===== src/sv/swam_pkg.sv =====
// Shared types, codes and helpers for the segmented window address map.
`timescale 1ns / 1ps

package swam_pkg;

	localparam int POS_W  = 48;
	localparam int TIER_W = 32;

	typedef enum logic [1:0] {
		OP_START  = 2'd0,
		OP_ADD    = 2'd1,
		OP_UNHASH = 2'd2,
		OP_HASH   = 2'd3
	} op_t;

	typedef enum logic [2:0] {
		ST_OK     = 3'd0,
		ST_NOINIT = 3'd1,
		ST_RANGE  = 3'd2,
		ST_NOTIER = 3'd3,
		ST_LOCAL  = 3'd4,
		ST_FULL   = 3'd5
	} status_t;

	typedef enum logic {
		S_IDLE = 1'b0,
		S_SCAN = 1'b1
	} state_t;

	typedef struct packed {
		op_t               op;
		logic [TIER_W-1:0] tier_id;
		logic [POS_W-1:0]  tier_size;
		logic [POS_W-1:0]  local_position;
		logic [POS_W-1:0]  window_position;
	} req_t;

	typedef struct packed {
		status_t           status;
		logic [TIER_W-1:0] out_tier;
		logic [POS_W-1:0]  out_position;
		logic [POS_W-1:0]  total_positions;
		logic              loopy;
	} rsp_t;

	// one segment as stored in the table memory
	typedef struct packed {
		logic [TIER_W-1:0] tier;
		logic [POS_W-1:0]  end_off;
	} seg_entry_t;

	// saturating add at the position width
	function automatic logic [POS_W-1:0] sat_add(input logic [POS_W-1:0] a,
	                                             input logic [POS_W-1:0] b);
		logic [POS_W:0] s;
		s = {1'b0, a} + {1'b0, b};
		return s[POS_W] ? {POS_W{1'b1}} : s[POS_W-1:0];
	endfunction

endpackage


===== src/sv/swam_store.sv =====
// Segment table memory: one write port, one registered read port.
`timescale 1ns / 1ps

module swam_store #(
	parameter int DEPTH = 16
) (
	input  logic                           clk,
	input  logic                           we,
	input  logic [$clog2(DEPTH)-1:0]       waddr,
	input  swam_pkg::seg_entry_t           wdata,
	input  logic                           re,
	input  logic [$clog2(DEPTH)-1:0]       raddr,
	output swam_pkg::seg_entry_t           rdata
);

	swam_pkg::seg_entry_t mem [DEPTH];
	swam_pkg::seg_entry_t rdata_q;

	always_ff @(posedge clk) begin
		if (we) begin
			mem[waddr] <= wdata;
		end
	end

	always_ff @(posedge clk) begin
		if (re) begin
			rdata_q <= mem[raddr];
		end
	end

	assign rdata = rdata_q;

endmodule


===== src/sv/swam_ctrl.sv =====
// Request decode, window state and the table scan sequencer.
`timescale 1ns / 1ps

module swam_ctrl #(
	parameter int MAX_SEGMENTS = 16
) (
	input  logic                              clk,
	input  logic                              arst_n,
	input  logic                              start,
	input  swam_pkg::req_t                    req,
	output logic                              busy,
	output logic                              rsp_vld,
	output swam_pkg::rsp_t                    rsp,
	output logic                              mem_we,
	output logic [$clog2(MAX_SEGMENTS)-1:0]   mem_waddr,
	output swam_pkg::seg_entry_t              mem_wdata,
	output logic                              mem_re,
	output logic [$clog2(MAX_SEGMENTS)-1:0]   mem_raddr,
	input  swam_pkg::seg_entry_t              mem_rdata
);

	localparam int IDX_W = $clog2(MAX_SEGMENTS);
	localparam int CNT_W = $clog2(MAX_SEGMENTS + 1);
	localparam logic [CNT_W-1:0] CNT_MAX = CNT_W'(MAX_SEGMENTS);
	localparam int POS_W = swam_pkg::POS_W;
	localparam int TIER_W = swam_pkg::TIER_W;

	swam_pkg::state_t state_q, state_d;

	logic [CNT_W-1:0]  count_q;
	logic              valid_q;
	logic              loopy_q;
	logic [TIER_W-1:0] home_q;
	logic [POS_W-1:0]  total_q;

	// scan context
	logic              is_hash_q;
	logic [TIER_W-1:0] key_q;
	logic [POS_W-1:0]  pos_q;
	logic [POS_W-1:0]  base_q;
	logic [CNT_W-1:0]  raddr_q;
	logic              rd_vld_s1;

	logic              accept;
	logic              need_scan;
	logic              home_hit;
	logic              full;
	logic              wpos_range;
	logic [POS_W-1:0]  new_total;
	logic              scan_hit;
	logic              scan_miss;
	logic [POS_W:0]    hash_sum;
	logic              local_bad;

	assign accept     = start && (state_q == swam_pkg::S_IDLE);
	assign new_total  = swam_pkg::sat_add(total_q, req.tier_size);
	assign home_hit   = (req.tier_id == home_q);
	assign full       = (count_q == CNT_MAX);
	assign wpos_range = (req.window_position >= total_q);
	assign need_scan  = accept && valid_q &&
		((req.op == swam_pkg::OP_HASH) ||
		 ((req.op == swam_pkg::OP_UNHASH) && !wpos_range));

	// compare stage on the registered read data
	assign hash_sum  = {1'b0, base_q} + {1'b0, pos_q};
	assign local_bad = (hash_sum >= {1'b0, mem_rdata.end_off});
	assign scan_hit  = rd_vld_s1 && (is_hash_q ? (mem_rdata.tier == key_q)
	                                           : (pos_q < mem_rdata.end_off));
	assign scan_miss = !rd_vld_s1 && (raddr_q == count_q);

	always_comb begin
		state_d = state_q;
		unique case (state_q)
			swam_pkg::S_IDLE: begin
				if (need_scan) begin
					state_d = swam_pkg::S_SCAN;
				end
			end
			swam_pkg::S_SCAN: begin
				if (scan_hit || scan_miss) begin
					state_d = swam_pkg::S_IDLE;
				end
			end
			default: state_d = swam_pkg::S_IDLE;
		endcase
	end

	always_comb begin
		busy                = (state_q != swam_pkg::S_IDLE);
		rsp_vld             = 1'b0;
		rsp.status          = swam_pkg::ST_OK;
		rsp.out_tier        = '0;
		rsp.out_position    = '0;
		rsp.total_positions = valid_q ? total_q : '0;
		rsp.loopy           = loopy_q;
		mem_we              = 1'b0;
		mem_waddr           = count_q[IDX_W-1:0];
		mem_wdata.tier      = req.tier_id;
		mem_wdata.end_off   = new_total;
		mem_re              = 1'b0;
		mem_raddr           = raddr_q[IDX_W-1:0];
		unique case (state_q)
			swam_pkg::S_IDLE: begin
				if (accept) begin
					rsp_vld = !need_scan;
					if (req.op == swam_pkg::OP_START) begin
						mem_we              = 1'b1;
						mem_waddr           = '0;
						mem_wdata.end_off   = req.tier_size;
						rsp.total_positions = req.tier_size;
						rsp.loopy           = 1'b0;
					end else if (!valid_q) begin
						rsp.status = swam_pkg::ST_NOINIT;
					end else if (req.op == swam_pkg::OP_ADD) begin
						if (home_hit) begin
							rsp.loopy = 1'b1;
						end else if (full) begin
							rsp.status = swam_pkg::ST_FULL;
						end else begin
							mem_we              = 1'b1;
							rsp.total_positions = new_total;
						end
					end else if (req.op == swam_pkg::OP_UNHASH) begin
						rsp.status = swam_pkg::ST_RANGE;  // only seen when not scanning
					end
				end
			end
			swam_pkg::S_SCAN: begin
				mem_re = (raddr_q < count_q) && !scan_hit;
				if (scan_hit) begin
					rsp_vld = 1'b1;
					if (is_hash_q) begin
						if (local_bad) begin
							rsp.status = swam_pkg::ST_LOCAL;
						end else begin
							rsp.out_position = hash_sum[POS_W-1:0];
						end
					end else begin
						rsp.out_tier     = mem_rdata.tier;
						rsp.out_position = pos_q - base_q;
					end
				end else if (scan_miss) begin
					rsp_vld    = 1'b1;
					rsp.status = is_hash_q ? swam_pkg::ST_NOTIER : swam_pkg::ST_RANGE;
				end
			end
			default: ;
		endcase
	end

	always_ff @(posedge clk or negedge arst_n) begin
		if (!arst_n) begin
			state_q   <= swam_pkg::S_IDLE;
			count_q   <= '0;
			valid_q   <= 1'b0;
			loopy_q   <= 1'b0;
			raddr_q   <= '0;
			rd_vld_s1 <= 1'b0;
		end else begin
			state_q   <= state_d;
			rd_vld_s1 <= mem_re;
			if (mem_re) begin
				raddr_q <= raddr_q + CNT_W'(1);
			end
			if (accept) begin
				raddr_q <= '0;
				if (req.op == swam_pkg::OP_START) begin
					count_q <= CNT_W'(1);
					valid_q <= 1'b1;
					loopy_q <= 1'b0;
				end else if (valid_q && (req.op == swam_pkg::OP_ADD)) begin
					if (home_hit) begin
						loopy_q <= 1'b1;
					end else if (!full) begin
						count_q <= count_q + CNT_W'(1);
					end
				end
			end
		end
	end

	always_ff @(posedge clk) begin
		if (accept) begin
			is_hash_q <= (req.op == swam_pkg::OP_HASH);
			key_q     <= req.tier_id;
			pos_q     <= (req.op == swam_pkg::OP_HASH) ? req.local_position
			                                           : req.window_position;
			base_q    <= '0;
			if (req.op == swam_pkg::OP_START) begin
				home_q  <= req.tier_id;
				total_q <= req.tier_size;
			end else if (valid_q && (req.op == swam_pkg::OP_ADD) && !home_hit && !full) begin
				total_q <= new_total;
			end
		end else if (rd_vld_s1 && !scan_hit) begin
			base_q <= mem_rdata.end_off;  // start of the next segment
		end
	end

endmodule


===== src/sv/segmented_window_address_map_top.sv =====
// Top level of the segmented window address map: control, table memory, result register.
`timescale 1ns / 1ps

// Maps between a flat window of positions and (tier, local position) pairs over a table
// of up to MAX_SEGMENTS segments, each holding a tier id and its running end offset.
// A request is taken when start is high and busy is low; its single result shows on rsp
// for exactly one cycle with done high and cannot be held off, so a consumer must take
// it then. Start, add and any request rejected up front finish without a scan: the result
// appears the cycle after acceptance and busy never rises, so these can be issued every
// cycle. Unhash and hash walk the table through the memory's one read port, one entry
// per cycle, with the read data registered in the memory: busy stays high during the scan
// and the result appears in the cycle that busy falls. Table writes happen only
// from the idle state and reads only while scanning, so accesses never overlap.
// The table has no clearing pass; only entries below the segment count are read.

module segmented_window_address_map_top #(
	parameter int MAX_SEGMENTS = 16
) (
	input  logic           clk,
	input  logic           arst_n,
	input  logic           start,
	input  swam_pkg::req_t req,
	output logic           busy,
	output logic           done,
	output swam_pkg::rsp_t rsp
);

	localparam int IDX_W = $clog2(MAX_SEGMENTS);

	logic                 mem_we;
	logic [IDX_W-1:0]     mem_waddr;
	swam_pkg::seg_entry_t mem_wdata;
	logic                 mem_re;
	logic [IDX_W-1:0]     mem_raddr;
	swam_pkg::seg_entry_t mem_rdata;

	logic                 rsp_vld;
	swam_pkg::rsp_t       rsp_d;

	logic                 done_q;
	swam_pkg::rsp_t       rsp_q;

	swam_ctrl #(
		.MAX_SEGMENTS(MAX_SEGMENTS)
	) u_ctrl (
		.clk      (clk),
		.arst_n   (arst_n),
		.start    (start),
		.req      (req),
		.busy     (busy),
		.rsp_vld  (rsp_vld),
		.rsp      (rsp_d),
		.mem_we   (mem_we),
		.mem_waddr(mem_waddr),
		.mem_wdata(mem_wdata),
		.mem_re   (mem_re),
		.mem_raddr(mem_raddr),
		.mem_rdata(mem_rdata)
	);

	swam_store #(
		.DEPTH(MAX_SEGMENTS)
	) u_store (
		.clk  (clk),
		.we   (mem_we),
		.waddr(mem_waddr),
		.wdata(mem_wdata),
		.re   (mem_re),
		.raddr(mem_raddr),
		.rdata(mem_rdata)
	);

	// result register: one-cycle strobe
	always_ff @(posedge clk or negedge arst_n) begin
		if (!arst_n) begin
			done_q <= 1'b0;
		end else begin
			done_q <= rsp_vld;
		end
	end

	always_ff @(posedge clk) begin
		if (rsp_vld) begin
			rsp_q <= rsp_d;
		end
	end

	assign done = done_q;
	assign rsp  = rsp_q;

	// a start request always answers OK on the next cycle
	a_start_ok: assert property (@(posedge clk) disable iff (!arst_n)
		start && !busy && (req.op == swam_pkg::OP_START)
		|=> done && (rsp.status == swam_pkg::ST_OK))
		else $error("start request did not complete OK");

	// a scan ends with its result
	a_scan_result: assert property (@(posedge clk) disable iff (!arst_n)
		$fell(busy) |-> done)
		else $error("scan finished without a result");

	// results only show while idle
	a_done_idle: assert property (@(posedge clk) disable iff (!arst_n)
		done |-> !busy)
		else $error("result strobe while busy");

	// failed requests carry no translation
	a_fail_zero: assert property (@(posedge clk) disable iff (!arst_n)
		done && (rsp.status != swam_pkg::ST_OK)
		|-> (rsp.out_tier == '0) && (rsp.out_position == '0))
		else $error("failed request returned a translation");

endmodule

===== config.mk =====
export PLATFORM = sky130hd
export DESIGN_NAME = segmented_window_address_map_top
export DESIGN_NICKNAME = d
export VERILOG_FILES = /design/src/sv/swam_pkg.sv /design/src/sv/swam_store.sv /design/src/sv/swam_ctrl.sv /design/src/sv/segmented_window_address_map_top.sv
export SDC_FILE = /design/constraint.sdc
export NUM_CORES = 2
export LEC_CHECK = 0
export BUFFER_PORTS_ARGS = -buffer_cell sky130_fd_sc_hd__buf_2
export CORE_MARGIN = 4
export CORE_UTILIZATION = 45
export CTS_CLUSTER_SIZE = 10
export DETAILED_ROUTE_END_ITERATION = 6
export SYNTH_ARGS = -nofsm -noshare
export SYNTH_HDL_FRONTEND = slang
export SYNTH_SLANG_ARGS = --single-unit

===== constraint.sdc =====
create_clock -name clk -period 12.5 [get_ports clk]
set_input_delay 3.75 -clock clk [delete_from_list [all_inputs] [get_ports clk]]
set_output_delay 3.75 -clock clk [all_outputs]
set_load 0.02 [all_outputs]

==> out/summary.txt <==
Period utilization: 64.1%
Post-synth ARST share: 0.874%
CP arrival: 8.45 ns
Via density: 5.95
Ports: 315
CTS tree: yes
H-tree levels: 4
Syn Inst Count: 4896
Main combinational cell family by area after synthesis: multiplexers
Yosys reg bits: 1716
Unrepaired setup endpoints after global routing: no
Vias in the first global route: 45900
Max-cap violations: 0
Final Hold Fails: 0
Gr ovfl total: 0
Root Driver: clkbuf_16
Mux share of post-synthesis cell area: 12.9%
Critical Path Source Type: input pin
Post-synth top cells: edfxtp_1, mux4_2, nor2_1
First-pass GRT wire length: 320000 um
Die extent in x: 425 um
Post-route minimum period: 8.01 ns
Slew Limit Fails: 0
CTS buffer count: 194
CP required: 12.93 ns
CTS Hold Buffers Added: 0
WL per Instance: 28.7 um
Syn Area/Cell: 15.9 um2
Yosys cell types: 110
Share of cells above drive strength 1: 21.6%
Post-CTS sizing: 0
Initial drt markers: 4965
Worst VDD drop: 0.152 mV
Drt total wl: 220000 um
Clk sinks: 1716
Worst hold-check path type: register to register
CTS Buffer Depth: 3
Clock transition at path regs: 0.06 ns
Initial core utilization: 45.4%
Fillcell total: 14300
Placer Congestion: 0.953
Pin count of the biggest net entering global routing: 76
Area Growth Syn to Fin: 12.6%
Synth Area in Simple Gates: 5.19%
Vias: 45600
Fin util: 51.1%
Seq/Total Area, Yosys: 65.3%
Yosys warns: 0
Top post-synthesis cells by area: edfxtp_1, mux4_2, ha_1
Synth Area in XOR/XNOR: 2.06%
Initial antenna violation count: 41
Syn Nets: 5374
Clock Skew: 0.0790 ns
Core box area: 172000 um2
Static Leak: 0.0300 uW
Die Y: 425 um
Top_reg_cell synth: edfxtp_1
Tot GR Track Use: 24.3%
Most frequent cell after synthesis: edfxtp_1
Max Clock Freq: 125 MHz
Residual DRC: 13
Rows: 152
Violated checks: design-rule violations
Power density cells: 214 nW/um2
Mapped cell area: 78100 um2
Port buffer count: 314
DR pass1 iterations: 7
Post-synth top area share: 63.6%
Cells on Worst Hold Path: 2
Worst Reg-to-Reg Cells: 22
Worst-path fanout max: 43
Rel. slew slack: 10.4%
Skew-Pair Late Insertion Delay: 0.85 ns
Endpoint type of the worst setup path: register
Setup TNS: 0 ns
Antenna Nets Post-Route: 0
Status: finished, violations left
Synth Area in Compound Gates: 7.23%
Final setup viols: 0
Die ar.: 180000 um2
Number of setup buffers added after CTS: 0
Post-synth EDFFs: 1653
Final #Nets: 5730
WS Path Type: input pin to register
Dpl hpwl: 142000 um
Adder-cell share of the synthesized area: 4.79%
Slew @ Worst Pin: 1.34 ns
Largest area contributor in the netlist: edfxtp_1
per-layer routing:
layer  global-route usage [%]  share of wire (%)  vias to the layer above  wire [um]
met4                     9.16                3.8                        6       8250
met5                        0              0.017                        -         38
met1                     33.9                 43                    23600      93600
li1                         -                  -                    20000          -
met3                     3.59                6.0                      339      13100
met2                     38.8                 48                     1698     105000
placed cells by master, fill, tap and decap left out, drive strengths merged, types with 15 or more instances in the layout:
cell / n
diode: 24
o31ai: 24
a22oi: 48
dfxtp: 48
nand2: 149
o21a: 21
a21oi: 325
o21ai: 165
dfrtp: 15
clkbuf: 250
and2: 17
o21bai: 26
mux2: 47
xnor2: 93
and3: 48
nor2: 364
inv: 234
a221oi: 17
nand2b: 28
nand3: 62
clkinv: 16
mux2i: 53
mux4: 400
nor3: 30
xor2: 91
o211ai: 18
nand4: 52
buf: 398
a21o: 73
a31oi: 36
nor4: 36
nor2b: 23
a211oi: 20
edfxtp: 1653
ha: 294
state kept, by name, summed over array words and instances, names as in the netlist:
signal / cells
u_ctrl.total_q: 48
u_ctrl.raddr_q: 5
rsp: 132
u_ctrl.valid_q: 1
u_ctrl.pos_q: 48
done: 1
u_ctrl.base_q: 48
u_ctrl.home_q: 32
u_store.rdata: 80
u_ctrl.is_hash_q: 1
u_ctrl.rd_vld_s1: 1
u_ctrl.loopy_q: 1
u_ctrl.busy: 1
u_ctrl.count_q: 5
u_ctrl.key_q: 32
u_store.mem: 1280
critical path, cell delays in order:
cell and delay [ns]:
buf_2 0.27, xor2_1 0.40, nor4_1 0.17, nand4_1 0.14, nor2_1 0.15, nor3_1 0.21, and2_1 0.42, nor2b_1 0.69
nand3_1 0.41, nor3_2 0.25, buf_4 0.76, buf_4 0.76
cells by family (layout without fill, tap and decap cells):
kind of cell / after synthesis / after routing
compound gates: 876 / 876
xor+xnor: 184 / 184
fa+ha+maj: 297 / 297
buf+inv: 469 / 900
flops: 1716 / 1716
mux: 500 / 500
other cells: 0 / 24
simple gates: 854 / 854
area by class of cell:
cell class	count	area, um2	area share, %
Multi-Input combinational cell	2711	25300	28.8
Tap cell	2310	2890	3.29
Timing Repair Buffer	398	2290	2.60
Clock buffer	250	5160	5.87
Antenna cell	24	60.1	0.0683
Sequential cell	1716	51000	58.0
Clock inverter	21	387	0.440
Inverter	231	877	0.997
worst paths after layout:
path	start	slack (ns)	to
min in group asynchronous	arst_n	2.88	done
max in group asynchronous	arst_n	9.14	u_ctrl.raddr_q[2]
hold reg to reg	u_store.rdata[13]	0.50	u_ctrl.base_q[13]
hold / removal	u_store.rdata[13]	0.50	u_ctrl.base_q[13]
setup / recovery	req[169]	4.49	u_store.mem[6][16]
setup reg to reg	u_ctrl.pos_q[13]	4.73	rsp[82]
where the power goes:
group          internal [uW]  switching [uW]
registers               7280             389
clock network           2890            2190
logic                   2240            3820
metrics by stage:
step           power, uW  setup slack (ns)  area (um2)  cells  hold slack (ns)
3_3_place_gp       13800              3.61       82300   7365            0.498
5_1_grt            19800              4.24       87900   7647            0.545
4_1_cts            19000              4.53       87900   7636            0.505
3_5_place_dp       13800              3.64       82300   7365            0.507
6_report           18800              4.49       87900   7661            0.504
2_1_floorplan      11900             0.505       78100   4896            0.449
(Power assumes the default switching activity.)
